===== config.mk =====
export PLATFORM = sky130hd
export DESIGN_NAME = mlta_cell
export DESIGN_NICKNAME = d
export VERILOG_FILES = /design/src/sv/mac_learning_table_aging_unit_assert.svh /design/src/sv/mlta_pkg.sv /design/src/sv/mlta_cell.sv
export SDC_FILE = /design/constraint.sdc
export NUM_CORES = 1
export LEC_CHECK = 0
export ABC_AREA = 0
export BUFFER_PORTS_ARGS = -buffer_cell sky130_fd_sc_hd__buf_2
export CORE_AREA = 4 4 106 183
export DETAILED_ROUTE_END_ITERATION = 8
export DIE_AREA = 0 0 110 187
export PLACE_DENSITY = 0.88
export RECOVER_POWER = 25
export SETUP_SLACK_MARGIN = 0.1
export SLEW_MARGIN = 10
export SYNTH_ARGS = -nofsm -noshare
export SYNTH_HDL_FRONTEND = slang
export SYNTH_SLANG_ARGS = --single-unit

===== constraint.sdc =====
create_clock -name clock -period 7.1 [get_ports clock]
set_clock_uncertainty 0.15 [all_clocks]
set_input_delay 0.71 -clock clock [delete_from_list [all_inputs] [get_ports clock]]
set_output_delay 0.71 -clock clock [all_outputs]
set_load 0.01 [all_outputs]

===== src/sv/mac_learning_table_aging_unit_assert.svh =====
// Assertion macros for the MAC learning table aging unit.
// Included by modules that check their own control logic; no other dependencies.
`ifndef MAC_LEARNING_TABLE_AGING_UNIT_ASSERT_SVH
`define MAC_LEARNING_TABLE_AGING_UNIT_ASSERT_SVH
`ifndef ASSERT_OFF
`define MLTA_ASSERT_IMPL(name, clk, rst, ante, cons, msg) \
   name: assert property (@(posedge clk) disable iff (rst) (ante) |-> (cons)) \
      else $error(msg);
`define MLTA_ASSERT_NEXT(name, clk, rst, ante, cons, msg) \
   name: assert property (@(posedge clk) disable iff (rst) (ante) |=> (cons)) \
      else $error(msg);
`else
`define MLTA_ASSERT_IMPL(name, clk, rst, ante, cons, msg)
`define MLTA_ASSERT_NEXT(name, clk, rst, ante, cons, msg)
`endif
`endif


===== src/sv/mlta_pkg.sv =====
// Shared types and constants of the MAC learning table aging unit.
// No dependencies; used by mlta_cell, mlta_ctrl and the top level.
package mlta_pkg;

   localparam int MAC_W   = 48;
   localparam int LINK_W  = 16;
   localparam int TIME_W  = 32;
   localparam int CFG_W   = 16;
   localparam int COUNT_W = 7;
   localparam int GROUP_BIT = 40;

   localparam logic [1:0] FUNC_LOOKUP = 2'd0;
   localparam logic [1:0] FUNC_LEARN  = 2'd1;
   localparam logic [1:0] FUNC_TICK   = 2'd2;

   localparam logic [1:0] CSR_SWEEP_INTERVAL = 2'd0;
   localparam logic [1:0] CSR_STALE_TIMEOUT  = 2'd1;
   localparam logic [1:0] CSR_BROADCAST_ID   = 2'd2;

   localparam logic [CFG_W-1:0] SWEEP_INTERVAL_RST = 16'd300;
   localparam logic [CFG_W-1:0] STALE_TIMEOUT_RST  = 16'd300;
   localparam logic [CFG_W-1:0] BROADCAST_ID_RST   = 16'd65535;

   typedef enum logic [1:0] {
      OP_LOOKUP,
      OP_SEARCH,
      OP_CLAIM,
      OP_SWEEP
   } op_type;

   typedef struct packed {
      logic [1:0]        func;
      logic [MAC_W-1:0]  mac_addr;
      logic [LINK_W-1:0] link_in;
   } req_type;

   typedef struct packed {
      logic [LINK_W-1:0]  link_out;
      logic               found;
      logic               added;
      logic               full_drop;
      logic [COUNT_W-1:0] removed_count;
   } rsp_type;

   typedef struct packed {
      logic               valid;
      op_type             op;
      logic [MAC_W-1:0]   mac;
      logic [LINK_W-1:0]  link;
      logic [TIME_W-1:0]  stamp;
      logic [CFG_W-1:0]   timeout;
      logic               hit;
      logic [COUNT_W-1:0] count;
   } token_type;

endpackage


===== src/sv/mlta_cell.sv =====
// One table slot of the MAC learning table: holds an entry and passes the token on.
// Depends on mlta_pkg.
module mlta_cell (
   input  logic                 clock,
   input  logic                 reset,
   input  mlta_pkg::token_type  tok_in,
   output mlta_pkg::token_type  tok_out
);

   logic                          valid_ff, valid_in;
   logic [mlta_pkg::MAC_W-1:0]    mac_ff, mac_in;
   logic [mlta_pkg::LINK_W-1:0]   link_ff, link_in;
   logic [mlta_pkg::TIME_W-1:0]   expiry_ff, expiry_in;
   mlta_pkg::token_type           tok_ff, tok_nxt;
   logic                          match;
   logic                          stale;
   logic [mlta_pkg::TIME_W-1:0]   diff;

   always_comb begin
      match = valid_ff && (mac_ff == tok_in.mac);
      diff  = tok_in.stamp - expiry_ff;
      stale = valid_ff && !diff[mlta_pkg::TIME_W-1] &&
              (diff > {{(mlta_pkg::TIME_W-mlta_pkg::CFG_W){1'b0}}, tok_in.timeout});
      tok_nxt   = tok_in;
      valid_in  = valid_ff;
      mac_in    = mac_ff;
      link_in   = link_ff;
      expiry_in = expiry_ff;
      if (tok_in.valid) begin
         case (tok_in.op)
            mlta_pkg::OP_LOOKUP: begin
               if (!tok_in.hit && match && !tok_in.mac[mlta_pkg::GROUP_BIT]) begin
                  tok_nxt.hit  = 1'b1;
                  tok_nxt.link = link_ff;
               end
            end
            mlta_pkg::OP_SEARCH: begin
               if (!tok_in.hit && match) begin
                  tok_nxt.hit = 1'b1;
                  expiry_in   = tok_in.stamp;
               end
            end
            mlta_pkg::OP_CLAIM: begin
               if (!tok_in.hit && !valid_ff) begin
                  tok_nxt.hit = 1'b1;
                  valid_in    = 1'b1;
                  mac_in      = tok_in.mac;
                  link_in     = tok_in.link;
                  expiry_in   = tok_in.stamp;
               end
            end
            mlta_pkg::OP_SWEEP: begin
               if (stale) begin
                  valid_in      = 1'b0;
                  tok_nxt.count = tok_in.count + 7'd1;
               end
            end
            default: begin
               tok_nxt = tok_in;
            end
         endcase
      end
   end

   always_ff @(posedge clock) begin
      if (reset) begin
         valid_ff     <= 1'b0;
         tok_ff.valid <= 1'b0;
      end else begin
         valid_ff <= valid_in;
         tok_ff   <= tok_nxt;
      end
   end

   always_ff @(posedge clock) begin
      mac_ff    <= mac_in;
      link_ff   <= link_in;
      expiry_ff <= expiry_in;
   end

   assign tok_out = tok_ff;

endmodule


==> run_results.csv <==
group,metric,value,unit
layout,fin_area,0.01235,mm^2
layout,fillers,1281,
routing,dr.max_layer_used,"met4",
status,run_status,"finished clean",
worst_setup_path,cp-start-kind,"primary input",
clocking,cts_buffers,20,
worst_setup_path,crit_type,"primary input to flop",
worst_setup_path,critPathCapture,"tok_out[1]",
timing,setup_violations,0,
logic_synthesis,ys.flop_type,"edfxtp_1",
timing,setup_tns,0,ns
logic_synthesis,netlist.area_leader.share,63.86,%
floorplan,start_util,57.03,%
logic_synthesis,yosys-top-cells-area,"edfxtp_1 64%, ha_1 6.3%, xnor2_1 3.2%",
routing,vias,7066,
worst_setup_path,cp_max_fo,7,
layout,finish.utilization,68.69,%
routing,wl_met3,1.852,mm
logic_synthesis,synth_edf_count,218,
routing,drtPass1Iterations,5,
timing,worst_pin_slew,1.092,ns
routing,totalWireLength,25.27,mm
floorplan,die_h,187,um
clocking,cts_sinks,220,
logic_synthesis,synth_area_leader_cell,"edfxtp_1",
layout,seqCellArea,0.006586,mm^2
routing,met2_length,13.93,mm
clocking,hold_buffers,0,
clocking,cts_tree,"yes",
power,p_int,2385,uW
logic_synthesis,synthCells,745,
timing,period_minus_slack,5.218,ns
power,pwr-share-seq,48.8,%
worst_setup_path,worst_r2r_path_depth,19,
logic_synthesis,synth_area_per_cell,13.76,um^2
worst_setup_path,cp-end-kind,"flop",
place,dpl-instance-area,0.01171,mm^2
layout,area_delta_synth_final,20.44,%
routing,antenna_left,0,
timing,fin_crit_sh,73.49,%
power,power_frac_clock,38.4,%
floorplan,die_w,110,um
global_routing,grt_max_degree,72,
layout,multi_input_area,0.003296,mm^2
timing,slew_headroom,27.04,%
global_routing,grt_pass1_vias,7316,
power,switchingPower,735.4,uW
routing,via_per_inst,5.671,
floorplan,die_area,0.02057,mm^2
power,vdd_drop_max,0.2143,mV
worst_setup_path,worst-r2r-setup-slack,1.92,ns
floorplan,io_pins,248,
layout,drive_gt1_share,23.62,%
worst_setup_path,rr_endpoint,"tok_out[1]",
clocking,clkTransAtPathRegs,0.07,ns
floorplan,fp-row-count,65,
worst_setup_path,crit_path_start,"tok_in[24]",
layout,nNetsFinal,1177,
timing,rsz0062_at_grt,"false",
timing,drv_slew,0,
logic_synthesis,ys_top_cells_by_count,"218 x edfxtp_1, 74 x inv_1, 52 x ha_1, 42 x a21oi_1, 38 x nand2_1",
routing,drt-initial-drc-count,331,
global_routing,track_usage,24.16,%
logic_synthesis,yosys_warnings,0,
power,power,3121,uW
power,power.density,252.8,mW/mm^2
clocking,cts_setup_buffers,0,
timing,hold_ws,0.2520,ns
routing,wl_per_cell,20.28,um
logic_synthesis,ys_seq_area_share,64.25,%
layout,n_antenna_cell,0,
logic_synthesis,synth_area,0.01025,mm^2
logic_synthesis,synth_nets,923,
clocking,clockRootBuffer,"clkbuf_16",
flow_run,maxCapViolCount,0,
worst_setup_path,r2r-start,"expiry_ff[0]",
clocking,worst_skew_pair.late_latency,0.49,ns
place,port_buffers,247,
clocking,cts_resized,0,
worst_setup_path,cp_data_required_time,7.20,ns
floorplan,coreArea,0.01797,mm^2
global_routing,antenna_found_initial,0,
logic_synthesis,synth_cell_types,65,
power,power_leakage,0.004821,uW
clocking,cts.path.max_buffers,3,
clocking,htree_levels,1,
global_routing,grt_pass1_wl,37.98,mm
routing,remaining_drc_errors,0,
power,pwr-share-comb,12.7,%
logic_synthesis,async_flop_share,0,%
min_path,hold_class,"primary input to flop",
place,place.gp.congestion,0.9193,
global_routing,grt_overflow_total,0,
power,switching_share,23.56,%
logic_synthesis,ys_ff_latch,220,
timing,hold_viol_final,0,
timing,fmax,191.6,MHz
logic_synthesis,yosysMostFrequentCell,"edfxtp_1",
routing,wl_met1,8.515,mm
place,place_hpwl,19.32,mm
worst_setup_path,cp.arrival,5.31,ns
final cells by class:
type / count / share of cell area [%]
multi-input combinational: 433 / 26.69
sequential: 220 / 53.34
timing repair buffer: 250 / 9.343
inverter: 74 / 2.270
tap: 234 / 2.371
clock inverter: 12 / 1.662
clock buffer: 23 / 4.317
worst max-delay path: stages:
cell and delay, ns:
clkbuf_1 0.12, inv_1 0.06, ha_1 0.24, fa_1 0.42, and2b_4 0.28, o2111ai_2 0.15, a21oi_2 0.25, nor2_1 0.11
o21ai_0 0.32, xor2_1 0.20, ha_1 0.27, nand4_1 0.12, nor3_1 0.09, a21boi_0 0.13, nor4_1 0.28, a21oi_1 0.10
nor4_1 0.24, nand4_1 0.12, or4_1 0.59, and3_4 0.23, mux2_4 0.28
routing by layer:
metal	up-vias	global-route usage [%]
met5	-	0
li1	3308	-
met3	57	3.765
met1	3366	24.85
met4	0	9.361
met2	335	46.70
power groups by stage:
stage          logic (uW)  clock network (uW)  registers (uW)
2_1_floorplan         199                   0            1590
3_3_place_gp          390                   0            1550
3_5_place_dp          401                   0            1550
4_1_cts               404                1220            1520
5_1_grt               436                1280            1530
6_report              397                1200            1520
flip-flops by register name, indices dropped and copies added, names as in the netlist:
register	count
tok_out	123
link_ff	16
expiry_ff	32
valid_ff	1
mac_ff	48
cell usage in the layout, fill, tap and decap left out, drive strengths merged, types with 4 or more instances in the layout:
cell	n
nand3	6
a21boi	4
nor3	9
o211ai	10
xnor2	37
o22ai	5
a21oi	50
nand2	38
a21o	10
a211oi	6
a2111oi	4
buf	166
ha	52
nor4	9
inv	77
clkbuf	107
bufinv	5
edfxtp	218
mux2	19
o31ai	4
nand2b	6
nor2	23
mux2i	6
and3	9
nor2b	4
o21ai	21
o21a	10
a221oi	4
xor2	26
nand4	26
cell families after synthesis:
group | synth area share, %
and+or+nand+nor | 7.421
DFF | 64.25
buffers and inverters | 3.771
adders and majority gates | 6.542
xor gates and xnor gates | 5.383
muxes | 2.710
AOI/OAI and AO/OA | 9.923
how the worst min path moves through the flow:
stage / endpoint / slack (ns) / cells past startpoint / startpoint
2_1_floorplan: valid_ff / 0.36 / 2 / valid_ff
3_3_place_gp: tok_out[68] / 0.38 / 1 / link_ff[12]
3_5_place_dp: tok_out[68] / 0.38 / 1 / link_ff[12]
4_1_cts: link_ff[7] / 0.24 / 1 / tok_in[63]
5_1_grt: tok_out[12] / 0.24 / 1 / tok_in[12]
6_report: tok_out[12] / 0.25 / 1 / tok_in[12]
per-stage QoR:
step	setup WS (ns)	cells
final	1.882	1246
after CTS	1.998	1246
after global routing	1.550	1246
after floorplan	2.176	745
after detailed placement	1.478	1211
after global placement	1.622	1211
Note: power is estimated with default switching activity, not from simulation.
