**src/sv/mac_learning_table_aging_unit_assert.svh**
```systemverilog
// Assertion macros for the MAC learning table aging unit.
// Included by modules that check their own control logic; no other dependencies.
`ifndef MAC_LEARNING_TABLE_AGING_UNIT_ASSERT_SVH
`define MAC_LEARNING_TABLE_AGING_UNIT_ASSERT_SVH
`ifndef ASSERT_OFF
`define MLTA_ASSERT_IMPL(name, clk, rst, ante, cons, msg) \
   name: assert property (@(posedge clk) disable iff (rst) (ante) |-> (cons)) \
      else $error(msg);
`define MLTA_ASSERT_NEXT(name, clk, rst, ante, cons, msg) \
   name: assert property (@(posedge clk) disable iff (rst) (ante) |=> (cons)) \
      else $error(msg);
`else
`define MLTA_ASSERT_IMPL(name, clk, rst, ante, cons, msg)
`define MLTA_ASSERT_NEXT(name, clk, rst, ante, cons, msg)
`endif
`endif

```
**src/sv/mlta_pkg.sv**
```systemverilog
// Shared types and constants of the MAC learning table aging unit.
// No dependencies; used by mlta_cell, mlta_ctrl and the top level.
package mlta_pkg;

   localparam int MAC_W   = 48;
   localparam int LINK_W  = 16;
   localparam int TIME_W  = 32;
   localparam int CFG_W   = 16;
   localparam int COUNT_W = 7;
   localparam int GROUP_BIT = 40;

   localparam logic [1:0] FUNC_LOOKUP = 2'd0;
   localparam logic [1:0] FUNC_LEARN  = 2'd1;
   localparam logic [1:0] FUNC_TICK   = 2'd2;

   localparam logic [1:0] CSR_SWEEP_INTERVAL = 2'd0;
   localparam logic [1:0] CSR_STALE_TIMEOUT  = 2'd1;
   localparam logic [1:0] CSR_BROADCAST_ID   = 2'd2;

   localparam logic [CFG_W-1:0] SWEEP_INTERVAL_RST = 16'd300;
   localparam logic [CFG_W-1:0] STALE_TIMEOUT_RST  = 16'd300;
   localparam logic [CFG_W-1:0] BROADCAST_ID_RST   = 16'd65535;

   typedef enum logic [1:0] {
      OP_LOOKUP,
      OP_SEARCH,
      OP_CLAIM,
      OP_SWEEP
   } op_type;

   typedef struct packed {
      logic [1:0]        func;
      logic [MAC_W-1:0]  mac_addr;
      logic [LINK_W-1:0] link_in;
   } req_type;

   typedef struct packed {
      logic [LINK_W-1:0]  link_out;
      logic               found;
      logic               added;
      logic               full_drop;
      logic [COUNT_W-1:0] removed_count;
   } rsp_type;

   typedef struct packed {
      logic               valid;
      op_type             op;
      logic [MAC_W-1:0]   mac;
      logic [LINK_W-1:0]  link;
      logic [TIME_W-1:0]  stamp;
      logic [CFG_W-1:0]   timeout;
      logic               hit;
      logic [COUNT_W-1:0] count;
   } token_type;

endpackage

```
**src/sv/mlta_ctrl.sv**
```systemverilog
// Command sequencer of the MAC learning table: registers, time base, token launch, results.
// Depends on mlta_pkg and mac_learning_table_aging_unit_assert.svh.
`include "mac_learning_table_aging_unit_assert.svh"

module mlta_ctrl (
   input  logic                        clock,
   input  logic                        reset,
   input  logic                        start,
   output logic                        busy,
   input  mlta_pkg::req_type           req_item,
   input  logic                        csr_valid,
   input  logic [1:0]                  csr_index,
   input  logic [mlta_pkg::CFG_W-1:0]  csr_wdata,
   output mlta_pkg::token_type         tok_launch,
   input  mlta_pkg::token_type         tok_return,
   output logic                        rsp_valid,
   output mlta_pkg::rsp_type           rsp_item
);

   typedef enum logic [2:0] {
      ST_IDLE,
      ST_LOOKUP,
      ST_LEARN,
      ST_CLAIM,
      ST_SWEEP
   } state_type;

   state_type                     state_ff, state_in;
   logic [mlta_pkg::CFG_W-1:0]    interval_ff, interval_in;
   logic [mlta_pkg::CFG_W-1:0]    timeout_ff, timeout_in;
   logic [mlta_pkg::CFG_W-1:0]    bcast_ff, bcast_in;
   logic [mlta_pkg::TIME_W-1:0]   now_ff, now_in;
   logic [mlta_pkg::CFG_W-1:0]    ticks_ff, ticks_in;
   logic [mlta_pkg::CFG_W-1:0]    ticks_inc;
   mlta_pkg::token_type           launch_ff, launch_in;
   logic                          rsp_valid_ff, rsp_valid_in;
   mlta_pkg::rsp_type             rsp_ff, rsp_in;

   always_comb begin
      state_in     = state_ff;
      interval_in  = interval_ff;
      timeout_in   = timeout_ff;
      bcast_in     = bcast_ff;
      now_in       = now_ff;
      ticks_in     = ticks_ff;
      ticks_inc    = ticks_ff + 16'd1;
      launch_in    = launch_ff;
      launch_in.valid = 1'b0;
      rsp_valid_in = 1'b0;
      rsp_in       = '0;

      if (csr_valid) begin
         case (csr_index)
            mlta_pkg::CSR_SWEEP_INTERVAL: interval_in = csr_wdata;
            mlta_pkg::CSR_STALE_TIMEOUT:  timeout_in  = csr_wdata;
            mlta_pkg::CSR_BROADCAST_ID:   bcast_in    = csr_wdata;
            default:                      interval_in = interval_ff;
         endcase
      end

      case (state_ff)
         ST_IDLE: begin
            if (start) begin
               launch_in.mac     = req_item.mac_addr;
               launch_in.link    = req_item.link_in;
               launch_in.timeout = timeout_ff;
               launch_in.hit     = 1'b0;
               launch_in.count   = '0;
               launch_in.stamp   = now_ff;
               case (req_item.func)
                  mlta_pkg::FUNC_LOOKUP: begin
                     launch_in.valid = 1'b1;
                     launch_in.op    = mlta_pkg::OP_LOOKUP;
                     state_in        = ST_LOOKUP;
                  end
                  mlta_pkg::FUNC_LEARN: begin
                     launch_in.valid = 1'b1;
                     launch_in.op    = mlta_pkg::OP_SEARCH;
                     launch_in.stamp = now_ff + {16'd0, timeout_ff};
                     state_in        = ST_LEARN;
                  end
                  mlta_pkg::FUNC_TICK: begin
                     now_in = now_ff + 32'd1;
                     if (ticks_inc >= interval_ff) begin
                        ticks_in        = '0;
                        launch_in.valid = 1'b1;
                        launch_in.op    = mlta_pkg::OP_SWEEP;
                        launch_in.stamp = now_ff + 32'd1;
                        state_in        = ST_SWEEP;
                     end else begin
                        ticks_in     = ticks_inc;
                        rsp_valid_in = 1'b1;
                     end
                  end
                  default: begin
                     rsp_valid_in = 1'b1;
                  end
               endcase
            end
         end
         ST_LOOKUP: begin
            if (tok_return.valid) begin
               rsp_valid_in    = 1'b1;
               rsp_in.found    = tok_return.hit;
               rsp_in.link_out = tok_return.hit ? tok_return.link : bcast_ff;
               state_in        = ST_IDLE;
            end
         end
         ST_LEARN: begin
            if (tok_return.valid) begin
               if (tok_return.hit) begin
                  rsp_valid_in = 1'b1;
                  rsp_in.found = 1'b1;
                  state_in     = ST_IDLE;
               end else begin
                  launch_in       = tok_return;
                  launch_in.op    = mlta_pkg::OP_CLAIM;
                  launch_in.hit   = 1'b0;
                  state_in        = ST_CLAIM;
               end
            end
         end
         ST_CLAIM: begin
            if (tok_return.valid) begin
               rsp_valid_in     = 1'b1;
               rsp_in.added     = tok_return.hit;
               rsp_in.full_drop = !tok_return.hit;
               state_in         = ST_IDLE;
            end
         end
         ST_SWEEP: begin
            if (tok_return.valid) begin
               rsp_valid_in         = 1'b1;
               rsp_in.removed_count = tok_return.count;
               state_in             = ST_IDLE;
            end
         end
         default: begin
            state_in = ST_IDLE;
         end
      endcase
   end

   always_ff @(posedge clock) begin
      if (reset) begin
         state_ff        <= ST_IDLE;
         interval_ff     <= mlta_pkg::SWEEP_INTERVAL_RST;
         timeout_ff      <= mlta_pkg::STALE_TIMEOUT_RST;
         bcast_ff        <= mlta_pkg::BROADCAST_ID_RST;
         now_ff          <= '0;
         ticks_ff        <= '0;
         launch_ff.valid <= 1'b0;
         rsp_valid_ff    <= 1'b0;
      end else begin
         state_ff     <= state_in;
         interval_ff  <= interval_in;
         timeout_ff   <= timeout_in;
         bcast_ff     <= bcast_in;
         now_ff       <= now_in;
         ticks_ff     <= ticks_in;
         launch_ff    <= launch_in;
         rsp_valid_ff <= rsp_valid_in;
         rsp_ff       <= rsp_in;
      end
   end

   assign busy       = (state_ff != ST_IDLE);
   assign tok_launch = launch_ff;
   assign rsp_valid  = rsp_valid_ff;
   assign rsp_item   = rsp_ff;

   `MLTA_ASSERT_IMPL(a_ret_only_busy, clock, reset, tok_return.valid, state_ff != ST_IDLE,
      "token returned while idle")
   `MLTA_ASSERT_NEXT(a_launch_pulse, clock, reset, launch_ff.valid, !launch_ff.valid,
      "token launched on two cycles in a row")
   `MLTA_ASSERT_IMPL(a_learn_flags, clock, reset, rsp_valid_ff,
      !(rsp_ff.added && rsp_ff.full_drop) && !(rsp_ff.added && rsp_ff.found),
      "conflicting learn flags")
   `MLTA_ASSERT_IMPL(a_launch_busy, clock, reset, launch_ff.valid, state_ff != ST_IDLE,
      "token launched without waiting for it")

endmodule

```
**config.mk**
```make
export PLATFORM = sky130hd
export DESIGN_NAME = mlta_ctrl
export DESIGN_NICKNAME = d
export VERILOG_FILES = /design/src/sv/mlta_pkg.sv /design/src/sv/mlta_ctrl.sv
export VERILOG_INCLUDE_DIRS = /design/src /design/src/sv
export SDC_FILE = /design/constraint.sdc
export NUM_CORES = 1
export LEC_CHECK = 0
export ABC_AREA = 1
export BUFFER_PORTS_ARGS = -buffer_cell sky130_fd_sc_hd__clkbuf_2
export CELL_PAD_IN_SITES_DETAIL_PLACEMENT = 0
export CELL_PAD_IN_SITES_GLOBAL_PLACEMENT = 2
export CORE_MARGIN = 3
export CORE_UTILIZATION = 34
export CTS_BUF_LIST = sky130_fd_sc_hd__clkbuf_4
export CTS_CLUSTER_SIZE = 8
export DETAILED_ROUTE_END_ITERATION = 10
export PLACE_DENSITY = 0.87
export SYNTH_ARGS = -nofsm -noshare
export SYNTH_HDL_FRONTEND = slang
export SYNTH_SLANG_ARGS = --single-unit
```
**constraint.sdc**
```tcl
create_clock -name clock -period 22.7 [get_ports clock]
set_input_delay 3.405 -clock clock [delete_from_list [all_inputs] [get_ports clock]]
set_output_delay 3.405 -clock clock [all_outputs]
set_load 0.02 [all_outputs]
```
==> impl_metrics.env, run 1 <==
export IMPL_status="complete, no violations"
export IMPL_startpoint="req_item[64]"
export IMPL_pwr_density_cell_nw_per_um2=88.70
export IMPL_relSlewSlack_pct=34.00
export IMPL_cts_setup_buffers=0
export IMPL_placed_cells=2550
export IMPL_cts_hold_buf=0
export IMPL_syn_area_um2=13870
export IMPL_antenna_found_initial=8
export IMPL_highest_layer="met5"
export IMPL_cp_data_required_time_ps=23370
export IMPL_post_cts_resized=0
export IMPL_post_dp_cell_area_um2=16020
export IMPL_io_pins=362
export IMPL_htreeDepth=3
export IMPL_endpoint_kind="flip-flop"
export IMPL_synth_yosys_seq_area_share_pct=46.41
export IMPL_die_h_um=208.0
export IMPL_skew_ps=51.37
export IMPL_mostFrequentLayoutCells="494 x nand2_1, 358 x clkbuf_2, 179 x nand3_1"
export IMPL_yosysWarnings=0
export IMPL_worst_slack_ps=16810
export IMPL_via_per_inst=5.008
export IMPL_dr_wl_met3_um=3569
export IMPL_max_freq_mhz=169.9
export IMPL_drc=0
export IMPL_grt_pass1_wl_um=77870
export IMPL_met1_length_um=22490
export IMPL_tightest_slew_ps=989.9
export IMPL_ys_seq_elements=248
export IMPL_hold_class="flip-flop to flip-flop"
export IMPL_gp_congestion=0.9130
export IMPL_final_cell_area_um2=17040
export IMPL_drive_gt1_share_pct=25.38
export IMPL_firstDrtPassIters=6
export IMPL_dr_wl_met2_um=24320
export IMPL_worstHoldStart="interval_ff[11]"
export IMPL_final_common_cell="nand2_1"
export IMPL_cts_tree="built"
export IMPL_synth_top_family_by_area="simple AND/OR/NAND/NOR gates"
export IMPL_postRouteWirelength_um=52010
export IMPL_drv_cap=0
export IMPL_fin_nets=2353
export IMPL_clk_transition_reported_paths_ps=60
export IMPL_crit_arrival_ps=6550
export IMPL_finalCritPeriodShare_pct=25.93
export IMPL_start_kind="primary input"
export IMPL_num_vias=13490
export IMPL_die_area_um2=43250
export IMPL_insertion_delay_ps=750
export IMPL_finalCoreUtilization_pct=42.60
export IMPL_grt_util_all_layers_pct=23.32
export IMPL_synth_area_per_cell_um2=8.008
export IMPL_finalSetupViolCount=0
export IMPL_ant_nets=0
export IMPL_rows=73
export IMPL_r2r_start="ticks_ff[0]"
export IMPL_period_minus_slack_ps=5886
export IMPL_cts_sinks=248
export IMPL_gr_total_overflow=0
export IMPL_ir_drop_uv=38.28
export IMPL_synth_cells=1732
export IMPL_synth_xor_area_share_pct=1.894
export IMPL_synth_compound_area_share_pct=13.41
export IMPL_synthAdderAreaFrac_pct=3.663
export IMPL_wire_per_inst_um=19.31
export IMPL_path_max_fanout=62
export IMPL_cts_root_buf="clkbuf_4"
export IMPL_place_ws_ps=16040
export IMPL_dpl_hpwl_um=38710
export IMPL_grt_max_degree=83
export IMPL_io_buffers=358
export IMPL_core_area_um2=40010
export IMPL_start_util_pct=34.67
export IMPL_drv_slew=0
export IMPL_muxShareOfSynthArea_pct=0
export IMPL_area_growth_pct=22.88
export IMPL_stdcell_count=2694
export IMPL_leakage_nw=8.034
export IMPL_die_w_um=208.0
export IMPL_grt_pass1_vias=13050
export IMPL_synth_fp_nets=1983
export IMPL_synthSimpleGateAreaFrac_pct=27.05
export IMPL_cts_buffers=75
export IMPL_clock_path_buffers=3
export IMPL_hold_viol=0
export IMPL_path_class="primary input to flip-flop"
export IMPL_rsz0062_at_grt="no"
export IMPL_drt_first_iter_violations=998
export IMPL_synth_cell_types=44
export IMPL_setup_tns_ps=0
## worst paths after layout
path,to,slack (ps),depth (start not counted)
setup / recovery,ticks_ff[9],16810,10
hold / removal,interval_ff[11],470,2
setup reg to reg,tok_launch[38],18460,17
hold reg to reg,interval_ff[11],470,2
## critical path, stage by stage
cell and delay, ps:
clkbuf_2 120, inv_1 130, ha_2 840, inv_1 320, nor2_8 170, buf_4 540
inv_2 380, nor2_8 340, nand2_1 100, a21oi_1 130
## synth_stat cells, drive strengths merged
cell / count / area share [%]
ha: 39 / 3.5
xor2: 30 / 1.9
or2: 7 / 0.32
fa: 1 / 0.14
o21a: 1 / 0.054
inv: 170 / 4.6
and2: 2 / 0.090
clkinv: 2 / 0.054
nand2: 504 / 14
a22o: 80 / 5.1
a22oi: 3 / 0.16
nor3: 17 / 0.72
nand3b: 4 / 0.22
nor2: 137 / 4.6
a21oi: 124 / 4.5
dfxtp: 101 / 15
nand4: 10 / 0.45
edfxtp: 147 / 32
a21boi: 1 / 0.054
clkbuf: 40 / 1.1
o21bai: 4 / 0.22
nor4: 1 / 0.045
o211ai: 16 / 0.87
o21ai: 70 / 2.5
conb: 1 / 0.027
buf: 37 / 1.8
and3: 1 / 0.045
nor2b: 1 / 0.045
nand3: 180 / 6.5
nor3b: 1 / 0.090
## logic make-up after synthesis
family                     Yosys count
buffers and inverters              249
other                                1
AOI/OAI and AO/OA                  299
xor gates and xnor gates            30
and+or+nand+nor                    865
DFF                                248
adders and majority gates           40
## report_power, final
part	internal, mW	total (mW)	switching (mW)
Clock	0.247	0.457	0.210
Combinational	0.131	0.435	0.303
Sequential	0.584	0.620	0.0356
## cell type report
type | instances | area (µm²)
Multi-Input combinational cell | 1235 | 6400
Clock inverter | 21 | 128.9
Timing Repair Buffer | 370 | 1882
Tap cell | 525 | 656.9
Clock buffer | 117 | 878.3
Sequential cell | 248 | 6436
Fill cell | 4152 | 22960
Inverter | 172 | 645.6
Antenna cell | 6 | 15.01
## stage by stage
stage                     total power, mW  hold slack (ps)
after floorplan                    0.9333            435.3
after global placement              1.058            451.7
after detailed placement            1.066            458.5
after CTS                           1.533            472.3
after global routing                1.598            492.9
final                               1.512            467.7
## state kept, by name, indices dropped and copies added (netlist names)
register / flops
now_ff: 32
rsp_valid: 1
tok_launch: 122
bcast_ff: 16
ticks_ff: 16
state_ff: 3
timeout_ff: 16
interval_ff: 16
rsp_item: 26
## per-layer routing
| metal | vias to the layer above | track usage, % |
|---|---|---|
| met4 | 2 | 8.719 |
| li1 | 6626 | - |
| met5 | - | 0 |
| met2 | 492 | 38.90 |
| met1 | 6284 | 29.66 |
| met3 | 87 | 5.202 |
Power figures use the tool's default switching activity.
==> inputs of run 2 (changes only) <==
--- a/config.mk
+++ b/config.mk
@@ -11,11 +11,11 @@
 export CELL_PAD_IN_SITES_DETAIL_PLACEMENT = 0
 export CELL_PAD_IN_SITES_GLOBAL_PLACEMENT = 2
 export CORE_MARGIN = 3
-export CORE_UTILIZATION = 34
+export CORE_UTILIZATION = 28
 export CTS_BUF_LIST = sky130_fd_sc_hd__clkbuf_4
 export CTS_CLUSTER_SIZE = 8
 export DETAILED_ROUTE_END_ITERATION = 10
-export PLACE_DENSITY = 0.87
+export PLACE_DENSITY = 0.76
 export SYNTH_ARGS = -nofsm -noshare
 export SYNTH_HDL_FRONTEND = slang
 export SYNTH_SLANG_ARGS = --single-unit
==> constraint.sdc (replaced) <==
create_clock -name clock -period 5.1 [get_ports clock]
set_input_delay 0.765 -clock clock [delete_from_list [all_inputs] [get_ports clock]]
set_output_delay 0.765 -clock clock [all_outputs]
set_load 0.02 [all_outputs]
==> run 2 against run 1 <==
Net effect: clock-buffer cell count down 4; wire length up 3.9%; worst hold slack worse by 230 ps; combinational power rose to 4.5 times the previous value; clock skew up 3.0 ps; via count down 0.53%; cell count up 4.8%; sequential power rose to 4.5 times the previous value; non-clock buffer count up 5; total power rose to 4.5 times the previous value.
==> impl_metrics.env, run 2 (synthesis results as in run 1) <==
export IMPL_num_vias=13420
export IMPL_worstHoldStart="tok_return[54]"
export IMPL_rows=80
export IMPL_gr_total_overflow=0
export IMPL_leakage_nw=8.065
export IMPL_drive_gt1_share_pct=25.30
export IMPL_largest_reg_flops=122
export IMPL_antenna_found_initial=5
export IMPL_p_int_mw=4.301
export IMPL_path_cells="ha_1, nand3_1, nor3_1, nand3_1, xor2_1, inv_1, ha_1, a21oi_1, o21ai_0, nor2_4, buf_4, nand3_1, nand3_1, nand3_1, nand2_1, nand2_1"
export IMPL_period_minus_slack_ps=3918
export IMPL_path_class="flip-flop to flip-flop"
export IMPL_cts_root_buf="clkbuf_4"
export IMPL_holdWs_ps=239.0
export IMPL_path_max_fanout=18
export IMPL_htreeDepth=3
export IMPL_die_area_um2=52240
export IMPL_clk_transition_reported_paths_ps=80
export IMPL_cts_buffers=73
export IMPL_tightest_slew_ps=818.4
export IMPL_die_w_um=228.6
export IMPL_hold_end="tok_launch[54]"
export IMPL_cts_tree="built"
export IMPL_cts_setup_buffers=0
export IMPL_rsz0062_at_grt="no"
export IMPL_insertion_delay_ps=790
export IMPL_crit_arrival_ps=4420
export IMPL_finalCoreUtilization_pct=35.66
export IMPL_ir_drop_uv=190.4
export IMPL_cts_hold_buf=0
export IMPL_stdcell_count=2822
export IMPL_comb_power_share_pct=28.9
export IMPL_grt_util_all_layers_pct=20.20
export IMPL_rrSetupSlack_ps=1180
export IMPL_clock_power_share_pct=30.2
export IMPL_skew_ps=54.34
export IMPL_status="complete, no violations"
export IMPL_post_dp_cell_area_um2=16240
export IMPL_grt_pass1_wl_um=80680
export IMPL_register_area_um2=6436
export IMPL_postRouteWirelength_um=54040
export IMPL_hold_class="primary input to flip-flop"
export IMPL_io_pins=362
export IMPL_r2r_start="ticks_ff[0]"
export IMPL_via_per_inst=4.755
export IMPL_firstDrtPassIters=5
export IMPL_cts_sinks=248
export IMPL_placed_cells=2686
export IMPL_area_growth_pct=24.31
export IMPL_ant_nets=0
export IMPL_final_cell_area_um2=17240
export IMPL_sw_frac_of_total_pct=36.27
export IMPL_mostFrequentLayoutCells="494 x nand2_1, 358 x clkbuf_2, 179 x nand3_1"
export IMPL_hold_path_depth=3
export IMPL_r2r_cells=16
export IMPL_cpMostUsedCell="nand3_1"
export IMPL_dpl_hpwl_um=40600
export IMPL_switching_power_mw=2.448
export IMPL_finalCritPeriodShare_pct=76.82
export IMPL_hold_viol=0
export IMPL_drv_slew=0
export IMPL_drv_cap=0
export IMPL_final_common_cell="nand2_1"
export IMPL_p_seq_share_pct=40.9
export IMPL_start_util_pct=28.69
export IMPL_io_buffers=358
export IMPL_core_area_um2=48350
export IMPL_die_h_um=228.6
export IMPL_start_kind="flip-flop"
export IMPL_clock_path_buffers=3
export IMPL_multi_input_area_um2=6405
export IMPL_endpoint_kind="flip-flop"
export IMPL_drc=0
export IMPL_pwr_density_cell_nw_per_um2=391.4
export IMPL_wire_per_inst_um=19.15
export IMPL_relSlewSlack_pct=45.44
export IMPL_cp_data_required_time_ps=5600
export IMPL_r2r_end="tok_launch[40]"
export IMPL_post_cts_resized=0
export IMPL_finalSetupViolCount=0
export IMPL_gp_congestion=0.8843
export IMPL_worst_path_max_delay_cell="nor2_4"
export IMPL_grt_max_degree=75
export IMPL_n_fill_cell=5132
export IMPL_max_freq_mhz=255.2
export IMPL_crit_buf_inv=2
export IMPL_max_stage_delay_ps=600
export IMPL_grt_pass1_vias=13130
export IMPL_fin_nets=2356
export IMPL_drt_first_iter_violations=863
export IMPL_crit_family="simple AND/OR/NAND/NOR gates"
## run 2: how the worst max path moves through the flow
stage               startpoint         endpoint  slack [ps]  depth (start not counted)
2_1_floorplan  tok_return[122]  tok_launch[120]        -580                          5
3_3_place_gp       ticks_ff[0]   tok_launch[38]        1260                         16
3_5_place_dp       ticks_ff[0]   tok_launch[38]        1220                         16
4_1_cts            ticks_ff[0]   tok_launch[40]        1170                         16
5_1_grt            ticks_ff[0]   tok_launch[42]         840                         16
6_report           ticks_ff[0]   tok_launch[40]        1180                         16
## run 2: power groups by stage
stage | clock network [mW] | logic, mW | registers (mW)
floorplan | 0 | 0.949 | 3.13
global placement | 0 | 1.95 | 2.79
detailed placement | 0 | 1.97 | 2.80
CTS | 2.13 | 1.98 | 2.76
global route | 2.22 | 2.15 | 2.79
finish | 2.04 | 1.95 | 2.76
## run 2: metrics by stage
stage / setup slack (ps) / total power [mW] / TNS (ps)
6_report: 1182 / 6.749 / 0
5_1_grt: 837.4 / 7.155 / 0
4_1_cts: 1172 / 6.863 / 0
3_5_place_dp: 1216 / 4.772 / 0
3_3_place_gp: 1256 / 4.748 / 0
2_1_floorplan: -580.5 / 4.074 / -29420
## run 2: worst reg2reg max path: cells and delay by family, from the launching register on
family          cells  cell delay [ps]
flops               1              470
buf+inv             2              510
xor+xnor            1              150
simple gates        9             1810
fa+ha+maj           2              420
compound gates      2              280
## run 2: routing by layer
layer	vias up	wire length (µm)	track usage, %
met2	482	24630	32.56
met3	80	3934	4.835
met5	-	13	0
met4	2	1335	7.084
li1	6623	-	-
met1	6232	24120	26.49
## run 2: final cells by class
class	instances	area share, %
Multi-Input combinational cell	1235	37.15
Antenna cell	4	0.05806
Inverter	172	3.774
Sequential cell	248	37.33
Timing Repair Buffer	375	11.20
Clock inverter	19	0.8055
Clock buffer	113	4.920
Tap cell	656	4.761
==> inputs of run 3 (changes only) <==
--- a/config.mk
+++ b/config.mk
@@ -11,11 +11,11 @@
 export CELL_PAD_IN_SITES_DETAIL_PLACEMENT = 0
 export CELL_PAD_IN_SITES_GLOBAL_PLACEMENT = 2
 export CORE_MARGIN = 3
-export CORE_UTILIZATION = 28
+export CORE_UTILIZATION = 31
 export CTS_BUF_LIST = sky130_fd_sc_hd__clkbuf_4
 export CTS_CLUSTER_SIZE = 8
 export DETAILED_ROUTE_END_ITERATION = 10
-export PLACE_DENSITY = 0.76
+export PLACE_DENSITY = 0.8
 export SYNTH_ARGS = -nofsm -noshare
 export SYNTH_HDL_FRONTEND = slang
 export SYNTH_SLANG_ARGS = --single-unit
==> constraint.sdc (replaced) <==
create_clock -name clock -period 4 [get_ports clock]
set_input_delay 0.6 -clock clock [delete_from_list [all_inputs] [get_ports clock]]
set_output_delay 0.6 -clock clock [all_outputs]
set_load 0.02 [all_outputs]
==> run 3 against run 2 <==
Net effect: cell count fell by 2.3%; utilization rose by 3.7 points; critical path depth increased by 1; first-iteration DRC count shrank 2.9%; via count up 0.40%; worst hold slack worse by 140 ps; clock power is 26% higher; critical endpoint is now tok_launch[39].
==> impl_metrics.env, run 3 (synthesis results as in run 1) <==
export IMPL_cts_root_buf="clkbuf_4"
export IMPL_hold_viol=0
export IMPL_drive_gt1_share_pct=25.43
export IMPL_cp_data_required_time_ps=4470
export IMPL_p_seq_share_pct=41.1
export IMPL_largest_reg_flops=122
export IMPL_cts_buffers=75
export IMPL_worst_path_max_delay_cell="dfxtp_1"
export IMPL_wire_per_inst_um=19.21
export IMPL_insertion_delay_ps=780
export IMPL_fin_nets=2364
export IMPL_sw_frac_of_total_pct=36.25
export IMPL_io_buffers=358
export IMPL_rsz0062_at_grt="no"
export IMPL_grt_util_all_layers_pct=21.94
export IMPL_cpMostUsedCell="nand3_1"
export IMPL_switching_power_mw=3.113
export IMPL_core_area_um2=43650
export IMPL_grt_max_degree=80
export IMPL_status="complete, no violations"
export IMPL_drv_cap=0
export IMPL_n_fill_cell=4550
export IMPL_finalSetupViolCount=0
export IMPL_placed_cells=2619
export IMPL_io_pins=362
export IMPL_area_growth_pct=24.01
export IMPL_hold_path_depth=3
export IMPL_start_util_pct=31.78
export IMPL_grt_pass1_vias=13010
export IMPL_gp_congestion=0.8901
export IMPL_rows=76
export IMPL_power_mw=8.586
export IMPL_crit_buf_inv=3
export IMPL_r2r_start="ticks_ff[1]"
export IMPL_mostFrequentLayoutCells="494 x nand2_1, 358 x clkbuf_2, 179 x nand3_1"
export IMPL_finalCritPeriodShare_pct=88.93
export IMPL_dpl_hpwl_um=40030
export IMPL_antenna_found_initial=5
export IMPL_hold_class="primary input to flip-flop"
export IMPL_path_class="flip-flop to flip-flop"
export IMPL_tightest_slew_ps=877.3
export IMPL_p_int_mw=5.473
export IMPL_crit_family="simple AND/OR/NAND/NOR gates"
export IMPL_cts_sinks=248
export IMPL_num_vias=13470
export IMPL_cts_tree="built"
export IMPL_path_max_fanout=20
export IMPL_postRouteWirelength_um=52970
export IMPL_pwr_density_cell_nw_per_um2=499.2
export IMPL_rrSetupSlack_ps=440
export IMPL_ant_nets=0
export IMPL_clock_path_buffers=3
export IMPL_start_kind="flip-flop"
export IMPL_ir_drop_uv=242.1
export IMPL_holdWs_ps=101.3
export IMPL_worstHoldStart="csr_wdata[15]"
export IMPL_max_freq_mhz=281.1
export IMPL_leakage_nw=8.089
export IMPL_final_common_cell="nand2_1"
export IMPL_crit_arrival_ps=4020
export IMPL_firstDrtPassIters=6
export IMPL_r2r_cells=17
export IMPL_period_minus_slack_ps=3557
export IMPL_drv_slew=0
export IMPL_stdcell_count=2757
export IMPL_hold_end="bcast_ff[15]"
export IMPL_htreeDepth=3
export IMPL_clock_power_share_pct=29.9
export IMPL_path_cells="ha_1, nand3_1, nor3_1, nand3_1, xor2_1, inv_1, ha_1, a21oi_1, o21ai_0, nor2_4, buf_4, buf_4, nand3_1, nand3_1, nand3_1, nand2_1, nand2_1"
export IMPL_die_area_um2=47320
export IMPL_drc=0
export IMPL_gr_total_overflow=0
export IMPL_grt_pass1_wl_um=78800
export IMPL_die_h_um=217.5
export IMPL_via_per_inst=4.887
export IMPL_r2r_end="tok_launch[39]"
export IMPL_drt_first_iter_violations=838
export IMPL_max_stage_delay_ps=370
export IMPL_relSlewSlack_pct=41.51
export IMPL_die_w_um=217.5
export IMPL_comb_power_share_pct=29.0
export IMPL_endpoint_kind="flip-flop"
export IMPL_clk_transition_reported_paths_ps=60
export IMPL_skew_ps=64.97
[run 3: changes by cell type in the layout (fill, tap and decap cells not counted), sizes merged]
cell         delta
dlygate4sd3     +2
diode           +1
clkbuf          -2
inv             +1
buf             +4
[run 3: power groups by stage]
| stage | Combinational (mW) | Clock [mW] | Sequential, mW |
|---|---|---|---|
| after detailed placement | 2.52 | 0 | 3.58 |
| after CTS | 2.52 | 2.68 | 3.53 |
| after global routing | 2.74 | 2.83 | 3.56 |
| after global placement | 2.51 | 0 | 3.57 |
| after floorplan | 1.21 | 0 | 3.98 |
| final | 2.49 | 2.57 | 3.52 |
[run 3: what timing repair did]
item,CTS,global route
hold endpoints to repair,2,0
resized for setup,0,0
buffers inserted,0,0
hold buffers,2,0
[run 3: layer usage]
layer  GRT usage (%)  routed length (µm)  vias to the layer above
met5               0                  13                        -
met4           7.328                1180                        2
met3           4.389                4053                       83
met2           36.14               24940                      494
met1           28.93               22780                     6247
li1                -                   -                     6647
[run 3: worst max-delay path by stage]
stage / from / to / slack [ps] / cells past startpoint
3_3_place_gp: ticks_ff[1] / tok_launch[39] / 460 / 17
5_1_grt: ticks_ff[1] / state_ff[1] / 120 / 17
4_1_cts: ticks_ff[1] / tok_launch[39] / 400 / 17
6_report: ticks_ff[1] / tok_launch[39] / 440 / 17
3_5_place_dp: ticks_ff[1] / tok_launch[39] / 450 / 17
2_1_floorplan: tok_return[122] / tok_launch[120] / -1520 / 5
[run 3: per-stage QoR]
stage / setup WS [ps] / instance area, µm² / TNS [ps] / utilization, %
6_report: 442.6 / 17200 / 0 / 39.41
5_1_grt: 119.2 / 17200 / 0 / 39.40
4_1_cts: 398.6 / 17190 / 0 / 39.38
3_5_place_dp: 454.2 / 16190 / 0 / 37.08
3_3_place_gp: 465.0 / 16190 / 0 / 37.08
2_1_floorplan: -1516 / 13890 / -142550 / -
[run 3: layout make-up]
| type | instances | area, µm² | share of cell area [%] |
|---|---|---|---|
| timing repair buffer | 381 | 1982 | 11.52 |
| multi-input combinational | 1235 | 6405 | 37.24 |
| clock inverter | 20 | 148.9 | 0.8656 |
| antenna | 5 | 12.51 | 0.07274 |
| clock buffer | 111 | 833.3 | 4.845 |
| inverter | 172 | 650.6 | 3.783 |
| sequential | 248 | 6436 | 37.42 |
| tap | 585 | 732.0 | 4.255 |
[run 3: worst min-delay path, delay by kind of cell]
family,cells,cell delay (ps)
buffers and inverters,1,110
and+or+nand+nor,2,100
